`config.mk`:
```
export PLATFORM = sky130hd
export DESIGN_NAME = rc_command_line_parser
export DESIGN_NICKNAME = d
export VERILOG_FILES = /design/src/rtl/rcp_pkg.sv /design/src/rtl/rcp_line_track.sv /design/src/rtl/rc_command_line_parser.sv
export SDC_FILE = /design/constraint.sdc
export NUM_CORES = 2
export LEC_CHECK = 0
export BUFFER_PORTS_ARGS = -buffer_cell sky130_fd_sc_hd__buf_4
export CORE_MARGIN = 5
export CORE_UTILIZATION = 39
export CTS_CLUSTER_SIZE = 40
export DETAILED_ROUTE_END_ITERATION = 6
export GPL_ROUTABILITY_DRIVEN = 0
export PLACE_DENSITY = 0.59
export SLEW_MARGIN = 20
export SYNTH_ARGS = -nofsm -noshare
export SYNTH_HDL_FRONTEND = slang
export SYNTH_SLANG_ARGS = --single-unit
```
`constraint.sdc`:
```
create_clock -name i_clk -period 5.6 [get_ports i_clk]
set_input_delay 0.56 -clock i_clk [delete_from_list [all_inputs] [get_ports i_clk]]
set_output_delay 0.56 -clock i_clk [all_outputs]
set_load 0.02 [all_outputs]
```
`src/rtl/rcp_pkg.sv`:
```
package rcp_pkg;

    localparam int LINE_CAPACITY = 128;
    localparam int CNT_W         = $clog2(LINE_CAPACITY);
    localparam int NUM_KEYS      = 6;
    localparam int WIN_LEN       = 10;
    localparam int WIN_W         = 8 * WIN_LEN;
    localparam int MAG_W         = 16;
    localparam int VAL_W         = 16;

    localparam logic [7:0] CH_NUL    = 8'h00;
    localparam logic [7:0] CH_TAB    = 8'h09;
    localparam logic [7:0] CH_LF     = 8'h0A;
    localparam logic [7:0] CH_VT     = 8'h0B;
    localparam logic [7:0] CH_FF     = 8'h0C;
    localparam logic [7:0] CH_CR     = 8'h0D;
    localparam logic [7:0] CH_SPACE  = 8'h20;
    localparam logic [7:0] CH_PLUS   = 8'h2B;
    localparam logic [7:0] CH_MINUS  = 8'h2D;
    localparam logic [7:0] CH_ZERO   = 8'h30;
    localparam logic [7:0] CH_NINE   = 8'h39;
    localparam logic [7:0] CH_COLON  = 8'h3A;
    localparam logic [7:0] CH_RBRACE = 8'h7D;

    // newest character in the low byte of the window
    localparam logic [WIN_W-1:0] KEY_PAT [NUM_KEYS] = '{
        "\"throttle\"",
        {48'd0, "\"ly\""},
        {56'd0, "\"v\""},
        {32'd0, "\"turn\""},
        {48'd0, "\"rx\""},
        {56'd0, "\"w\""}
    };
    localparam logic [WIN_W-1:0] KEY_MASK [NUM_KEYS] = '{
        {80{1'b1}},
        {48'd0, {32{1'b1}}},
        {56'd0, {24{1'b1}}},
        {32'd0, {48{1'b1}}},
        {48'd0, {32{1'b1}}},
        {56'd0, {24{1'b1}}}
    };

    localparam int REG_VALUE_MIN = 0;
    localparam int REG_VALUE_MAX = 1;

    typedef enum logic [6:0] {
        PH_SEARCH = 7'b0000001,
        PH_COLON  = 7'b0000010,
        PH_SPACE  = 7'b0000100,
        PH_SIGN   = 7'b0001000,
        PH_DIGITS = 7'b0010000,
        PH_DONE   = 7'b0100000,
        PH_FAIL   = 7'b1000000
    } t_phase;

    typedef struct packed {
        t_phase           phase;
        logic             neg;
        logic [MAG_W-1:0] mag;
    } t_key;

    localparam t_key KEY_IDLE = '{phase: PH_SEARCH, neg: 1'b0, mag: '0};

    typedef struct packed {
        logic             ok;
        logic             thr_neg;
        logic [MAG_W-1:0] thr_mag;
        logic             trn_neg;
        logic [MAG_W-1:0] trn_mag;
    } t_pick;

    function automatic logic is_space(input logic [7:0] c);
        return (c == CH_SPACE) || (c == CH_TAB) || (c == CH_LF) ||
               (c == CH_VT) || (c == CH_FF) || (c == CH_CR);
    endfunction

    function automatic t_key key_next(input t_key cur, input logic hit, input logic [7:0] c);
        t_key             nk;
        logic             dig;
        logic [MAG_W+3:0] prod;
        nk   = cur;
        dig  = (c >= CH_ZERO) && (c <= CH_NINE);
        prod = ({4'd0, cur.mag} << 3) + ({4'd0, cur.mag} << 1) + {{MAG_W{1'b0}}, c[3:0]};
        case (cur.phase)
            PH_SEARCH: begin
                if (hit) nk.phase = PH_COLON;
            end
            PH_COLON: begin
                if (c == CH_COLON) nk.phase = PH_SPACE;
            end
            PH_SPACE: begin
                if (is_space(c)) begin
                    nk.phase = PH_SPACE;
                end else if ((c == CH_PLUS) || (c == CH_MINUS)) begin
                    nk.neg   = (c == CH_MINUS);
                    nk.phase = PH_SIGN;
                end else if (dig) begin
                    nk.mag   = {{(MAG_W-4){1'b0}}, c[3:0]};
                    nk.phase = PH_DIGITS;
                end else begin
                    nk.phase = PH_FAIL;
                end
            end
            PH_SIGN: begin
                if (dig) begin
                    nk.mag   = {{(MAG_W-4){1'b0}}, c[3:0]};
                    nk.phase = PH_DIGITS;
                end else begin
                    nk.phase = PH_FAIL;
                end
            end
            PH_DIGITS: begin
                if (dig) begin
                    nk.mag = (prod[MAG_W+3:MAG_W] != 4'd0) ? {MAG_W{1'b1}} : prod[MAG_W-1:0];
                end else begin
                    nk.phase = PH_DONE;
                end
            end
            default: begin
                nk = cur;
            end
        endcase
        return nk;
    endfunction

    function automatic logic key_ok(input t_key k);
        return (k.phase == PH_DIGITS) || (k.phase == PH_DONE);
    endfunction

endpackage

```
`src/rtl/rcp_line_track.sv`:
```
module rcp_line_track (
    input  logic          i_clk,
    input  logic          i_rst_n,
    input  logic          i_go,
    input  logic [7:0]    i_byte,
    output logic          o_fin,
    output rcp_pkg::t_pick o_pick
);
    import rcp_pkg::*;

    logic [CNT_W-1:0] r_cnt;
    logic             r_nul;
    logic [WIN_W-1:0] r_win;
    t_key             r_key [NUM_KEYS];

    logic             is_cr;
    logic             is_lf;
    logic             wrap;
    logic [CNT_W-1:0] b_cnt;
    logic             b_nul;
    logic [WIN_W-1:0] b_win;
    t_key             b_key [NUM_KEYS];
    logic             n_nul;
    logic [WIN_W-1:0] n_win;
    t_key             n_key [NUM_KEYS];
    t_key             view  [NUM_KEYS];
    logic [NUM_KEYS-1:0] hit;

    assign is_cr = (i_byte == CH_CR);
    assign is_lf = (i_byte == CH_LF);
    assign wrap  = (r_cnt >= CNT_W'(LINE_CAPACITY - 1));
    assign b_cnt = wrap ? '0 : r_cnt;
    assign b_nul = wrap ? 1'b0 : r_nul;
    assign b_win = wrap ? '0 : r_win;
    assign n_nul = b_nul | (i_byte == CH_NUL);
    assign n_win = n_nul ? b_win : {b_win[WIN_W-9:0], i_byte};
    assign o_fin = (is_lf && (r_cnt != '0)) || (i_byte == CH_RBRACE);

    always_comb begin
        for (int k = 0; k < NUM_KEYS; k++) begin
            b_key[k] = wrap ? KEY_IDLE : r_key[k];
            hit[k]   = ((n_win ^ KEY_PAT[k]) & KEY_MASK[k]) == '0;
            n_key[k] = n_nul ? b_key[k] : key_next(b_key[k], hit[k], i_byte);
            view[k]  = is_lf ? r_key[k] : n_key[k];
        end
    end

    always_comb begin
        o_pick = '0;
        if (key_ok(view[0])) begin
            o_pick.thr_neg = view[0].neg;
            o_pick.thr_mag = view[0].mag;
        end else if (key_ok(view[1])) begin
            o_pick.thr_neg = view[1].neg;
            o_pick.thr_mag = view[1].mag;
        end else begin
            o_pick.thr_neg = view[2].neg;
            o_pick.thr_mag = view[2].mag;
        end
        if (key_ok(view[3])) begin
            o_pick.trn_neg = view[3].neg;
            o_pick.trn_mag = view[3].mag;
        end else if (key_ok(view[4])) begin
            o_pick.trn_neg = view[4].neg;
            o_pick.trn_mag = view[4].mag;
        end else begin
            o_pick.trn_neg = view[5].neg;
            o_pick.trn_mag = view[5].mag;
        end
        o_pick.ok = (key_ok(view[0]) || key_ok(view[1]) || key_ok(view[2])) &&
                    (key_ok(view[3]) || key_ok(view[4]) || key_ok(view[5]));
    end

    always_ff @(posedge i_clk) begin
        if (!i_rst_n) begin
            r_cnt <= '0;
            r_nul <= 1'b0;
            r_win <= '0;
            for (int k = 0; k < NUM_KEYS; k++) r_key[k] <= KEY_IDLE;
        end else if (i_go && !is_cr) begin
            if (o_fin) begin
                r_cnt <= '0;
                r_nul <= 1'b0;
                r_win <= '0;
                for (int k = 0; k < NUM_KEYS; k++) r_key[k] <= KEY_IDLE;
            end else if (!is_lf) begin
                r_cnt <= b_cnt + 1'b1;
                r_nul <= n_nul;
                r_win <= n_win;
                for (int k = 0; k < NUM_KEYS; k++) r_key[k] <= n_key[k];
            end
        end
    end

endmodule

```
`src/rtl/rc_command_line_parser.sv`:
```
// RC command line parser.
// s_axis carries one received character per request: tdata[7:0] is the byte,
// tdata[39:8] the millisecond time. CR is dropped; LF ends a non-empty line;
// a '}' is stored and ends the line. A line of LINE_CAPACITY-1 bytes restarts
// when one more byte is stored. Six key trackers and a ten-character window
// follow the line as it arrives.
// m_axis gives one request per finished line: tuser is the status (1 = parse
// error), tdata holds throttle, turn and the time of the ending byte.
// A finished line passes the input register, the tracker and pick register,
// then the clamp and output register, which holds the result while stalled.
// Throughput: one byte per cycle. A stalled receiver stops only a byte that
// ends a line while both the pick and output registers are full; other bytes
// keep flowing.
// value_min and value_max sit on the APB port at 0x0 and 0x4.
// Reset (synchronous, active low) empties the pipeline, clears the line and
// loads the limits with -1000 and 1000.
module rc_command_line_parser (
    input  logic        i_clk,
    input  logic        i_rst_n,
    input  logic        s_axis_tvalid,
    output logic        s_axis_tready,
    input  logic [39:0] s_axis_tdata,  // rx_byte[7:0], now_ms[39:8]
    output logic        m_axis_tvalid,
    input  logic        m_axis_tready,
    output logic [63:0] m_axis_tdata,  // throttle_value[15:0], turn_value[31:16], stamp_ms[63:32]
    output logic        m_axis_tuser,  // status[0]
    input  logic        psel,
    input  logic        penable,
    input  logic        pwrite,
    input  logic [2:0]  paddr,
    input  logic [31:0] pwdata,
    output logic [31:0] prdata,
    output logic        pready
);
    import rcp_pkg::*;

    logic                    r_in_valid;
    logic [7:0]              r_in_byte;
    logic [31:0]             r_in_now;
    logic                    r_pk_valid;
    t_pick                   r_pk;
    logic [31:0]             r_pk_now;
    logic                    r_o_valid;
    logic                    r_o_status;
    logic [VAL_W-1:0]        r_o_thr;
    logic [VAL_W-1:0]        r_o_trn;
    logic [31:0]             r_o_now;
    logic signed [VAL_W-1:0] r_vmin;
    logic signed [VAL_W-1:0] r_vmax;

    logic             en_out;
    logic             pk_free;
    logic             in_fin;
    logic             in_go;
    t_pick            pick;
    logic [VAL_W-1:0] n_thr;
    logic [VAL_W-1:0] n_trn;
    logic             cfg_wr;

    function automatic logic [VAL_W-1:0] clamp(input logic neg, input logic [MAG_W-1:0] mag,
                                               input logic signed [VAL_W-1:0] lo,
                                               input logic signed [VAL_W-1:0] hi);
        logic signed [MAG_W:0] v;
        logic signed [MAG_W:0] lo_x;
        logic signed [MAG_W:0] hi_x;
        lo_x = {lo[VAL_W-1], lo};
        hi_x = {hi[VAL_W-1], hi};
        v    = neg ? -$signed({1'b0, mag}) : $signed({1'b0, mag});
        if (v > hi_x) v = hi_x;
        if (v < lo_x) v = lo_x;
        return v[VAL_W-1:0];
    endfunction

    rcp_line_track u_track (
        .i_clk   (i_clk),
        .i_rst_n (i_rst_n),
        .i_go    (in_go),
        .i_byte  (r_in_byte),
        .o_fin   (in_fin),
        .o_pick  (pick)
    );

    assign en_out        = !r_o_valid || m_axis_tready;
    assign pk_free       = !r_pk_valid || en_out;
    assign in_go         = r_in_valid && (!in_fin || pk_free);
    assign s_axis_tready = !r_in_valid || in_go;

    assign n_thr = clamp(r_pk.thr_neg, r_pk.thr_mag, r_vmin, r_vmax);
    assign n_trn = clamp(r_pk.trn_neg, r_pk.trn_mag, r_vmin, r_vmax);

    assign m_axis_tvalid = r_o_valid;
    assign m_axis_tuser  = r_o_status;
    assign m_axis_tdata  = {r_o_now, r_o_trn, r_o_thr};

    assign pready = 1'b1;
    assign cfg_wr = psel && penable && pwrite;
    assign prdata = (paddr[2] == 1'(REG_VALUE_MAX)) ? {16'd0, r_vmax} : {16'd0, r_vmin};

    always_ff @(posedge i_clk) begin
        if (!i_rst_n) begin
            r_vmin <= -16'sd1000;
            r_vmax <= 16'sd1000;
        end else if (cfg_wr) begin
            if (paddr[2] == 1'(REG_VALUE_MAX)) r_vmax <= pwdata[VAL_W-1:0];
            else                               r_vmin <= pwdata[VAL_W-1:0];
        end
    end

    always_ff @(posedge i_clk) begin
        if (!i_rst_n) begin
            r_in_valid <= 1'b0;
        end else if (s_axis_tready) begin
            r_in_valid <= s_axis_tvalid;
        end
        if (s_axis_tready && s_axis_tvalid) begin
            r_in_byte <= s_axis_tdata[7:0];
            r_in_now  <= s_axis_tdata[39:8];
        end
    end

    always_ff @(posedge i_clk) begin
        if (!i_rst_n) begin
            r_pk_valid <= 1'b0;
        end else if (pk_free) begin
            r_pk_valid <= in_go && in_fin;
        end
        if (pk_free && in_go && in_fin) begin
            r_pk     <= pick;
            r_pk_now <= r_in_now;
        end
    end

    always_ff @(posedge i_clk) begin
        if (!i_rst_n) begin
            r_o_valid <= 1'b0;
        end else if (en_out) begin
            r_o_valid <= r_pk_valid;
        end
        if (en_out && r_pk_valid) begin
            r_o_status <= !r_pk.ok;
            r_o_thr    <= r_pk.ok ? n_thr : '0;
            r_o_trn    <= r_pk.ok ? n_trn : '0;
            r_o_now    <= r_pk_now;
        end
    end

endmodule

```
Word level (Yosys, flattened, before mapping)

Memory sizes are Yosys's and may differ from the RTL's.
Cells that the tools add are included.

Bits in registers: 295
RAM bits: 144
Input port bits: 82
Output and inout port bits: 100
Logic and storage cells: 308
Memories kept: 1

Add/sub/neg operators: 15
$lt $le $gt $ge: 7
Eq/ne operators: 53
Mux-type cells: 136
Bitwise logic cells: 20
Reductions and logical operators: 56

Memories:

| memory        | depth | width | read ports | clocked after Yosys merged registers in | wr ports | line                 | RTL |
|---|---|---|---|---|---|---|---|
| u_track.r_key | 6     | 24    | 6          | 0                                       | 6        | rcp_line_track.sv:14 | `t_key r_key [NUM_KEYS];` |

Operator list:

| kind                 | number |
|---|---|
| $mux W24             | 30 |
| $logic_not A80 Y1    | 6 |
| $mux W16             | 27 |
| $mux W80             | 4 |
| $pmux W16 S3         | 6 |
| $mux W17             | 14 |
| $pmux W7 S5          | 6 |
| $mux W7              | 24 |
| $add A19 B17 Y20     | 6 |
| $add A20 B4 Y20      | 6 |
| $eq A7 B5 Y1 const B | 12 |
| $eq A7 B1 Y1 const B | 6 |
| $eq A7 B2 Y1 const B | 6 |
| $eq A7 B3 Y1 const B | 6 |
| $eq A7 B4 Y1 const B | 6 |
| $eq A7 B6 Y1 const B | 6 |
| $eq A8 B4 Y1 const B | 5 |
| $not A37 Y37         | 1 |
| $gt A17 B16 Y1       | 2 |
| $lt A17 B16 Y1       | 2 |
| $neg A16 Y17         | 2 |
| $eq A8 B6 Y1 const B | 4 |
| $mux W1              | 25 |
| $reduce_bool A4 Y1   | 6 |
| other kinds (19)     | 69 |

Logic depth before layout (Yosys ltp)

Depth after elaboration: 15
Mapped depth: 29
Gate-level depth less buffers: 25

Hierarchy

A second synthesis with hierarchy kept.

Cells, all modules: 3385
Area, all modules: 31487.7 sq um

Modules (own cells, without submodules):

| module                 | instances | cells each | area each (sq um) | seq. area each (sq um) |
|---|---|---|---|---|
| rcp_line_track         | 1         | 2563       | 21368.0           | 6085.8 |
| rc_command_line_parser | 1         | 822        | 10119.7           | 5865.6 |

Worst setup path after synthesis

No wires, ideal clock.

Kind: flip-flop to flip-flop
From: reg r_pk[21] (netlist name)
To: reg r_o_thr[10] (data pin)
Library setup time: 0.265 ns
Arrival: 5.812 ns
Required time: 5.335 ns
Path slack: -0.477 ns
Stages on the path, launching flop included: 26
Path buffers: 2
Clock period less this slack: 6.077 ns
Cell sequence: edfxtp_1 nor4_1 nand2b_1 o41ai_1 o21ai_0 xor2_1 ha_1 and4_1 nand3_1 nand3_1 o21ai_1 clkbuf_1 nor2_1 a21oi_1 ha_1 a21o_1 a21o_1 a21o_1 a21o_1 a21o_1 a21o_1 a21oi_1 o32ai_1 a31oi_1 buf_2 mux2i_1

Longest elaborated chain between the ends: 6

Ends and longest elaborated chain:

| what                   | line                          | RTL |
|---|---|---|
| from (decl)            | rc_command_line_parser.sv:41  | `t_pick r_pk;` |
| from (signal assigned) | rc_command_line_parser.sv:128 | `r_pk <= pick;` |
| $neg A16 Y17           | rc_command_line_parser.sv:68  | `v = neg ? -$signed({1'b0, mag}) : $signed({1'b0, mag});` |
| $mux W17 *             | rc_command_line_parser.sv:68  |  |
| $gt A17 B16 Y1         | rc_command_line_parser.sv:69  | `if (v > hi_x) v = hi_x;` |
| $mux W17 *             | rc_command_line_parser.sv:69  |  |
| $lt A17 B16 Y1         | rc_command_line_parser.sv:70  | `if (v < lo_x) v = lo_x;` |
| $mux W16 *             | rc_command_line_parser.sv:70  |  |
| to (signal assigned)   | rc_command_line_parser.sv:141 | `r_o_thr <= r_pk.ok ? n_thr : '0;` |
| to (decl)              | rc_command_line_parser.sv:45  | `logic [VAL_W-1:0] r_o_thr;` |

Every way passes the cells marked *; elsewhere a longest branch is shown, timed or not.
A chain may end at the register's enable or synchronous reset.

Worst setup path in the final report

From: reg r_pk[20] (netlist name)
To: reg r_o_thr[0] (data pin)

The elaborated chain is that of the path after synthesis.

==> results <==
- The flow ran to the end, but the final reports show violations.
- The final reports fail on design-rule violations.
- In this design, the stage delay of the slowest critical-path cell is 0.43 ns.
- The share of the Yosys chip area taken by registers is 0.372.
- For this run, the detailed router's first-pass iteration total came to 7.
- In this run the clock root is driven by a sky130_fd_sc_hd__clkbuf_16.
- For this configuration, the core starts out at a cell density of 0.392.
- The cell depth of the worst setup path is 23.
- Yosys printed 0 warnings.
- In the final layout, the share of cells above drive strength 1 is 0.132.
- Of the post-synthesis cell area, the dominant cell type holds 0.296.
- The count of nets left with antenna violations once routing finished came out at 0.
- The first routing iteration left 2,511 violations.
- The worst register-to-register path has a depth of 23.
- The count of unresolved DRC violations after routing is 4.
- For this design the total switching power over the nets is 2440 µW.
- Counting instances in the post-synthesis netlist gives the leading cell types as sky130_fd_sc_hd__nand2_1 (341), sky130_fd_sc_hd__edfxtp_1 (316), sky130_fd_sc_hd__nor2_1 (285).
- In the post-synthesis netlist, the cell with the most instances is sky130_fd_sc_hd__nand2_1.
- The count of final max-slew check failures is 0.
- The synthesized area per cell is 9.01 µm².
- IR analysis of the VDD net gives a maximum drop of 0.225 mV.
- The TritonCTS clock tree is done.
- The number of global-route vias before repair is 27,100.
- The headroom to the max-slew limit is 0.321.
- Dividing total power by cell area gives a power density of 233 mW/mm².
- The number of I/O pins is 182.
- The wire length of the first global-routing pass is 158,000 µm.
- Yosys mapped a number of flops with a built-in enable equal to 316.
- The area of the die is 0.0882 mm².
- After clock tree synthesis, the clock-pin slew on the worst setup and hold paths is 0.07 ns.
- In this run the cell area measured after placement is 0.0349 mm².
- Counting instances, the worst hold path has a depth of 1.
- The worst setup path is of the reg -> reg kind.
- The chip width is 297 µm.
- The timing-limited maximum frequency is 185 MHz.
- The maximum buffer depth of the clock tree is 3.
- The data arrival time of the critical path is 5.77 ns.
- For the worst-skew pair, the clock arrives at the later sink with an insertion delay of 0.62 ns.
- In this run the worst hold path is classified as in -> reg.
- The distinct cell type count after synthesis is 101.
- The number of antenna violations at the first check in global routing is 0.
- The final number of hold-violating endpoints is 0.
- Measured along the y axis, the die boundary spans 297 µm.
- Synthesis inferred 439 register bits.
- The share of total power dissipated in the clock network is 0.414.
- STA classifies the critical path endpoint as a register.
- Yosys attributes the largest share of cell area to sky130_fd_sc_hd__edfxtp_1 (30%), sky130_fd_sc_hd__ha_1 (9.9%), sky130_fd_sc_hd__dfxtp_1 (7.7%).
- STA classifies the critical path startpoint as a register.
- The floorplan core area is 0.0818 mm².
- The setup skew after layout is 0.0499 ns.
- Global routing finished with a remaining overflow of 0.
- The signed area change from the synthesized netlist to the final layout is 16.2%.
- With fillers left out, the area of the finished cells amounts to 0.0373 mm².
- The worst-margin pin slew is 1.02 ns.
- The detail-routed net length per standard cell is 21.1 µm.
- After detailed routing, the total wire length is 102,000 µm.
- In the synthesized netlist the dominant register cell turns out to be sky130_fd_sc_hd__edfxtp_1.
- The post-layout minimum cycle time is 5.40 ns.
- Setup total negative slack on the finished layout was measured at 0 ns.
- Internal power comes to 6250 µW.
- Counting flops with an async set or reset pin after synthesis yields a share of 0.
- In this run the worst path has a maximum fanout of 8.
- The pin count of the biggest net entering global routing is 77.
- CTS built an H-tree with a depth of 2.
- The site row count is 105.
- Traced cell by cell, the critical path runs through nor4_4 > nand2b_1 > o41ai_2 > o21ai_1 > xor2_1 > ha_1 > buf_4 > and4_1 > nand3_2 > nand3_1 > o21ai_4 > buf_4 > clkbuf_16 > mux2_2 > ha_1 > a21o_1 > a21oi_1 > o21ai_0 > nor3b_1 > o32ai_2 > a31oi_2 > buf_6 > mux2_2.
- The fraction of power consumed by sequential logic is 0.424.
- The cell with the largest stage delay on the worst path is sky130_fd_sc_hd__edfxtp_1.
- Setup violations remaining at the end of the flow were counted as 0.
- For this run, the total global-route usage over all layers was measured as 0.219.
- For this design, the sink count on the clock tree is 439.
- After the last flow step, the layout net total stands at 4,076.
- Summing every instance area after synthesis gives 0.0321 mm².
- The kind of cell adding the most delay to the critical path is compound AO/OA/AOI/OAI gates.
- For the worst setup path, the data required time is 5.97 ns.
- For this block, the via count after detailed routing is 28,800.
- The switching part of the total is 0.280.
- Buffers inserted during clock tree synthesis total 51.
- In the routed layout, each cell is associated on average with a via count of 5.95.
- After legalization and detailed placement, the total HPWL measured 74,900 µm.
- The number of max-cap violations is 0.
- Input and output buffers added on the ports amount to 146.
- Dividing the final minimum period by the clock period gives 0.964.
- The number of buffer and inverter instances along the worst setup path is 4.
- The part of the total power dissipated in combinational logic is 0.162.
- The static leakage power is 0.0148 µW.
- Summed over all instances, the cell type with the most area after synthesis is sky130_fd_sc_hd__edfxtp_1.
- The post-synthesis instance total is 3,564.
flip-flops by register name, indices dropped and copies added, names as in the netlist:
signal	flops
r_o_now	32
u_track.r_key	144
u_track.r_nul	1
r_pk_valid	1
r_pk	35
u_track.r_win	80
u_track.r_cnt	7
r_vmin	16
r_in_now	32
r_o_thr	16
r_in_byte	8
m_axis_tuser	1
m_axis_tvalid	1
r_in_valid	1
r_pk_now	32
r_vmax	16
r_o_trn	16
path summary, 6_finish.rpt:
| check | from | endpoint | slack (ns) |
|---|---|---|---|
| worst max-delay path | r_pk[20]$_DFFE_PP_ | r_o_thr[0]$_SDFFCE_PN0P_ | 0.20 |
| worst min-delay path | s_axis_tdata[16] | r_in_now[8]$_DFFE_PP_ | 0.12 |
| worst max register to register | r_pk[20]$_DFFE_PP_ | r_o_thr[0]$_SDFFCE_PN0P_ | 0.20 |
| worst min register to register | r_pk_now[9]$_DFFE_PP_ | r_o_now[9]$_DFFE_PP_ | 0.42 |
per-layer routing:
layer  GRT usage  wire (µm)  vias to the layer above
met2       0.355      46900                     1087
met4      0.0577       2830                        0
met3      0.0292       6950                      178
met1       0.309      45400                    13800
met5           0          0                        -
li1            -          -                    13800
power by group through the flow:
stage	registers, µW	clock network (µW)	logic (µW)
floorplan	3700	0	994
CTS	3680	3660	1380
global placement	3740	0	1360
finish	3680	3600	1410
global route	3690	3810	1560
detailed placement	3740	0	1370
worst reg2reg max path: stages, from the launching register on:
cell and delay [ns]:
sky130_fd_sc_hd__edfxtp_1 0.43, sky130_fd_sc_hd__nor4_4 0.31, sky130_fd_sc_hd__nand2b_1 0.15, sky130_fd_sc_hd__o41ai_2 0.35
sky130_fd_sc_hd__o21ai_1 0.13, sky130_fd_sc_hd__xor2_1 0.19, sky130_fd_sc_hd__ha_1 0.32, sky130_fd_sc_hd__buf_4 0.14
sky130_fd_sc_hd__and4_1 0.17, sky130_fd_sc_hd__nand3_2 0.10, sky130_fd_sc_hd__nand3_1 0.13, sky130_fd_sc_hd__o21ai_4 0.35
sky130_fd_sc_hd__buf_4 0.19, sky130_fd_sc_hd__clkbuf_16 0.13, sky130_fd_sc_hd__mux2_2 0.37, sky130_fd_sc_hd__ha_1 0.19
sky130_fd_sc_hd__a21o_1 0.17, sky130_fd_sc_hd__a21oi_1 0.15, sky130_fd_sc_hd__o21ai_0 0.15, sky130_fd_sc_hd__nor3b_1 0.28
sky130_fd_sc_hd__o32ai_2 0.13, sky130_fd_sc_hd__a31oi_2 0.17, sky130_fd_sc_hd__buf_6 0.15, sky130_fd_sc_hd__mux2_2 0.33
placed cells by master, fill, tap and decap left out, types with 72 or more instances in the layout:
master,synthesis,routed
sky130_fd_sc_hd__o21ai_0,214,208
sky130_fd_sc_hd__a21o_1,72,72
sky130_fd_sc_hd__nor3_1,85,83
sky130_fd_sc_hd__and2_1,112,110
sky130_fd_sc_hd__dfxtp_1,123,123
sky130_fd_sc_hd__nand2_1,341,339
sky130_fd_sc_hd__nor2_1,285,280
sky130_fd_sc_hd__buf_4,18,288
sky130_fd_sc_hd__edfxtp_1,316,316
sky130_fd_sc_hd__ha_1,255,253
sky130_fd_sc_hd__a22o_1,86,86
sky130_fd_sc_hd__a21oi_1,266,260
sky130_fd_sc_hd__inv_1,119,118
area by class of cell:
type	count	area [µm²]
repair buffers	307	2510
inverters	121	457
flip-flops and latches	439	12000
diodes	1	2.50
well taps	1070	1340
multi-input cells	2811	19200
clock buffers	64	1400
fillers	7908	44500
clock inverters	31	413
kinds of logic after synthesis:
kind of cell	synth area share
simple gates	0.193
buf+inv	0.0419
xor+xnor	0.0303
compound gates	0.235
flops	0.372
other cells	0.000234
fa+ha+maj	0.104
mux	0.0225
what timing repair did:
| action | 4_1_cts | 5_1_grt |
|---|---|---|
| hold buffers | 0 | 0 |
| setup endpoints to repair | 0 | 39 |
| resized for setup | 0 | 65 |
| buffers inserted | 0 | 24 |
through the flow:
step / worst slack (ns) / power, µW / util / hold WS (ns) / std cells
global route: -0.0801 / 9060 / 0.456 / 0.0868 / 4843
finish: 0.201 / 8690 / 0.456 / 0.119 / 4844
global placement: 0.210 / 5100 / 0.427 / 0.400 / 4719
CTS: 0.0847 / 8710 / 0.449 / 0.0829 / 4814
floorplan: 0.0179 / 4700 / - / 0.400 / 3579
detailed placement: 0.113 / 5110 / 0.427 / 0.405 / 4719
Note: power is estimated with default switching activity, not from simulation.
